--- config.mk ---
export PLATFORM = sky130hd
export DESIGN_NAME = tlge_ram
export DESIGN_NICKNAME = d
export VERILOG_FILES = /design/src/rtl/core/toroidal_life_grid_engine_macros.svh /design/src/rtl/core/tlge_ram.sv
export SDC_FILE = /design/constraint.sdc
export NUM_CORES = 2
export LEC_CHECK = 0
export BUFFER_PORTS_ARGS = -buffer_cell sky130_fd_sc_hd__buf_2
export CAP_MARGIN = 40
export CORE_ASPECT_RATIO = 0.8
export CORE_MARGIN = 4
export CORE_UTILIZATION = 55
export CTS_CLUSTER_SIZE = 12
export DETAILED_ROUTE_END_ITERATION = 8
export GPL_TIMING_DRIVEN = 0
export HOLD_SLACK_MARGIN = 0.03
export PLACE_DENSITY = 0.74
export SLEW_MARGIN = 20
export SYNTH_ARGS = -nofsm -noshare
export SYNTH_HDL_FRONTEND = slang
export SYNTH_SLANG_ARGS = --single-unit
export TNS_END_PERCENT = 20
--- constraint.sdc ---
create_clock -name clk -period 6.35 [get_ports clk]
set_clock_uncertainty 0.15 [all_clocks]
set_input_delay 0.635 -clock clk [delete_from_list [all_inputs] [get_ports clk]]
set_output_delay 0.635 -clock clk [all_outputs]
set_load 0.005 [all_outputs]
--- src/rtl/core/toroidal_life_grid_engine_macros.svh ---
// Assertion macros for the life grid engine.
`ifndef TOROIDAL_LIFE_GRID_ENGINE_MACROS_SVH
`define TOROIDAL_LIFE_GRID_ENGINE_MACROS_SVH
`ifndef SYNTH
`define TLGE_ASSERT(lbl, ck, rst_n, prop) \
	lbl: assert property (@(posedge ck) disable iff (!rst_n) prop) \
		else $error("tlge check failed");
`define TLGE_ASSERT_ALWAYS(lbl, ck, prop) \
	lbl: assert property (@(posedge ck) prop) else $error("tlge check failed");
`else
`define TLGE_ASSERT(lbl, ck, rst_n, prop)
`define TLGE_ASSERT_ALWAYS(lbl, ck, prop)
`endif
`endif

--- src/rtl/core/tlge_ram.sv ---
`timescale 1ns / 1ps
module tlge_ram #(
	parameter int WIDTH = 64,
	parameter int DEPTH = 64
) (
	input  logic                     clk,
	input  logic                     wr_en,
	input  logic [$clog2(DEPTH)-1:0] wr_addr,
	input  logic [WIDTH-1:0]         wr_data,
	input  logic [$clog2(DEPTH)-1:0] rd_addr,
	output logic [WIDTH-1:0]         rd_data
);
	logic [WIDTH-1:0] mem [DEPTH];

	always_ff @(posedge clk) begin
		if (wr_en) begin
			mem[wr_addr] <= wr_data;
		end
		rd_data <= mem[rd_addr];
	end
endmodule
==> flow_metrics.tcl <==
set metrics [dict create \
    fin_hold_ws_ns 0.0754 \
    setup_viol 0 \
    ys_warn_count 0 \
    drv_slew 0 \
    area_delta_synth_final_pct 16.0 \
    finalPower_mw 55.4 \
    arrival_ns 4.82 \
    core_um2 282000 \
    cts_root_buf "clkbuf_16" \
    die_h_um 485 \
    worstMarginPinSlew_ns 1.03 \
    status "finished clean" \
    critPathMaxStageDelay_ns 0.77 \
    synth_xor_area_frac 0 \
    syn_inst 6598 \
    cp-end-kind "flop" \
    yosysSeqAreaShare 0.795 \
    grtUsageTotal 0.296 \
    post-place-ws_ns 1.36 \
    htreeDepth 5 \
    p_sw_frac 0.216 \
    startpoint_type "input port" \
    synth_top_family_by_area "multiplexers" \
    wire_per_inst_um 37.8 \
    grt_max_degree 65 \
    dpl_cell_area_um2 169000 \
    std_cell_rows 174 \
    gp_congestion 0.893 \
    first_iter_violations 14400 \
    crit_chain "buf_2 > buf_4 > buf_2 > buf_2 > buf_4 > mux2i_1 > o22ai_1 > a31oi_1 > a211oi_1" \
    synth.distinct_cells 33 \
    switchingPower_mw 12.0 \
    fp.dieW_um 604 \
    grt_overflow 0 \
    dp_hpwl_um 285000 \
    relSlewSlack 0.312 \
    numCtsBuffers 404 \
    syn_nets 6676 \
    cts_tree "built" \
    grt_pass1_vias 79800 \
    power.share.combinational 0.058 \
    pwr-share-seq 0.550 \
    leakage_nw 57.1 \
    io_pins 142 \
    crit_fanout 10 \
    critical_path_class "in -> reg" \
    syn_avg_cell_area_um2 23.7 \
    vdd_drop_max_uv 277 \
    min_period_over_period 0.667 \
    cp.buffers_inverters 5 \
    io_buffer_count 133 \
    via_per_inst 6.93 \
    nNetsFinal 7631 \
    max_freq_mhz 236 \
    p_int_mw 43.5 \
    netlist.area_leader.share 0.787 \
    synth_compound_area_frac 0.0248 \
    maxCapViolCount 0 \
    cts_resized 0 \
    pwr-share-clk 0.392 \
    postLayoutCellArea_um2 181000 \
    fin_crit_ns 4.23 \
    drt_first_pass_iters 6 \
    ys_ff_latch 4160 \
    start_util 0.555 \
    fin_cells 11600 \
    die_area_um2 293000 \
    path_common_cell "buf_2" \
    ant_nets 0 \
    crit_family "buffers and inverters" \
    layout_setup_ws_ns 2.12 \
    synth-simple-area-share 0.0124 \
    utilization 0.643 \
    grt_pass1_wl_um 610000 \
    muxShareOfSynthArea 0.156 \
    rsz0062_at_grt "false" \
    final_layout_size_suffix_gt1_frac 0.298 \
    power.density_nw_per_um2 306 \
    place_inst 10900 \
    hold_violations 0 \
    critPathRequiredTime_ns 6.94 \
    hold_class "in -> reg" \
    cp_slowest_cell "o22ai_1" \
    grt_antenna_before_repair 42 \
    ys_top_cells_by_area "edfxtp_1 79%, mux4_2 15%, mux2i_1 0.86%, dfxtp_1 0.82%, a22oi_1 0.81%" \
    drt_wl_total_um 436000 \
    via_count 80000 \
    clk_path_buf_depth 4 \
    post-synth-top-area-cell "edfxtp_1" \
    clk_latency_ns 0.95 \
    synth-adder-area-share 0 \
    remaining_drc_errors 0 \
    cts_sinks 4160 \
    syn-cell-area_um2 156000 \
    tns_ns 0 \
    path_clk_slew_ns 0.06 \
]
==> cell type report <==
cell class,count,area (um2)
antenna,16,40.0
multi-input combinational,2049,30700
clock buffer,547,10900
clock inverter,57,519
timing repair buffer,549,8280
tap,3784,4730
buffer,370,1780
inverter,19,71.3
sequential,4160,124000
fill,17300,101000
==> state kept, by name (all words and copies together) (netlist names) <==
name,flops
rd_data,64
mem,4096
==> cell usage after synthesis <==
cell type,count
edfxtp_1,4096
mux4_2,1024
buf_2,170
a22oi_1,168
clkbuf_1,140
mux2i_1,135
nor2_1,112
a22o_1,88
o22ai_1,83
and3_1,64
dfxtp_1,64
a211oi_1,63
nand2_1,58
nand3_1,45
o221ai_1,38
buf_4,34
or3_1,29
nor2b_1,28
or2_2,28
a41oi_1,26
buf_1,20
a2bb2oi_1,19
inv_1,19
a31oi_1,18
nand2b_1,11
buf_6,6
and2_1,3
nand3b_1,2
nand4_1,2
nor3_1,2
a31o_1,1
nand4b_1,1
or3b_2,1
==> kinds of logic (layout without fill, tap and decap cells) <==
kind of cell | count (synthesis) | count (layout)
buffers and inverters | 389 | 1542
flip-flops | 4160 | 4160
AND/OR/NAND/NOR | 386 | 386
multiplexers | 1159 | 1159
AO/OA/AOI/OAI | 504 | 504
other | 0 | 16
==> cell usage in the layout, fill, tap and decap left out, types with 27 or more instances in the layout <==
| master | n |
|---|---|
| clkbuf_16 | 411 |
| a22oi_1 | 168 |
| mux4_2 | 1024 |
| a22o_1 | 88 |
| dfxtp_1 | 64 |
| a211oi_1 | 62 |
| buf_12 | 193 |
| and3_1 | 64 |
| nand3_1 | 45 |
| o221ai_1 | 38 |
| buf_16 | 92 |
| mux2i_1 | 135 |
| nand2_1 | 58 |
| or3_1 | 29 |
| edfxtp_1 | 4096 |
| nor2_4 | 62 |
| or2_2 | 28 |
| buf_6 | 36 |
| o22ai_1 | 83 |
| buf_4 | 94 |
| nor2b_1 | 28 |
| clkinv_1 | 27 |
| dlygate4sd3_1 | 35 |
| clkbuf_1 | 258 |
| nor2_1 | 49 |
| buf_2 | 302 |
==> per-layer routing <==
layer	wire length (um)	GRT usage
met2	195000	0.428
met4	21700	0.120
met1	149000	0.418
met3	70200	0.105
met5	169	0
==> path summary, 6_finish.rpt <==
check	startpoint	cells after the start	slack, ns	to
min reg2reg	mem[46][16]$_DFFE_PP_	4	0.79	rd_data[16]$_DFF_P_
max	rd_addr[2]	9	2.12	rd_data[6]$_DFF_P_
max reg2reg	mem[58][38]$_DFFE_PP_	5	3.39	rd_data[38]$_DFF_P_
min	wr_data[14]	1	0.08	mem[26][14]$_DFFE_PP_
==> worst register-to-register path: stages, from the launching register on <==
cell and delay [ns]:
edfxtp_1 0.36, mux4_2 0.25, mux2i_1 0.11, o22ai_1 0.81
a31oi_1 0.41, a211oi_1 0.72
==> power groups by stage <==
stage	clock network (mW)	registers, mW	logic (mW)
2_1_floorplan	0	31.0	1.42
3_3_place_gp	0	31.1	2.76
6_report	21.7	30.5	3.21
5_1_grt	23.1	30.5	3.31
4_1_cts	21.9	30.5	3.10
3_5_place_dp	0	31.0	3.04
==> repair_timing <==
item / 4_1_cts / 5_1_grt
setup buffers: 0 / 0
hold buffers: 32 / 3
hold endpoints to repair: 553 / 37
No activity file was read; power rests on OpenSTA's default activity.
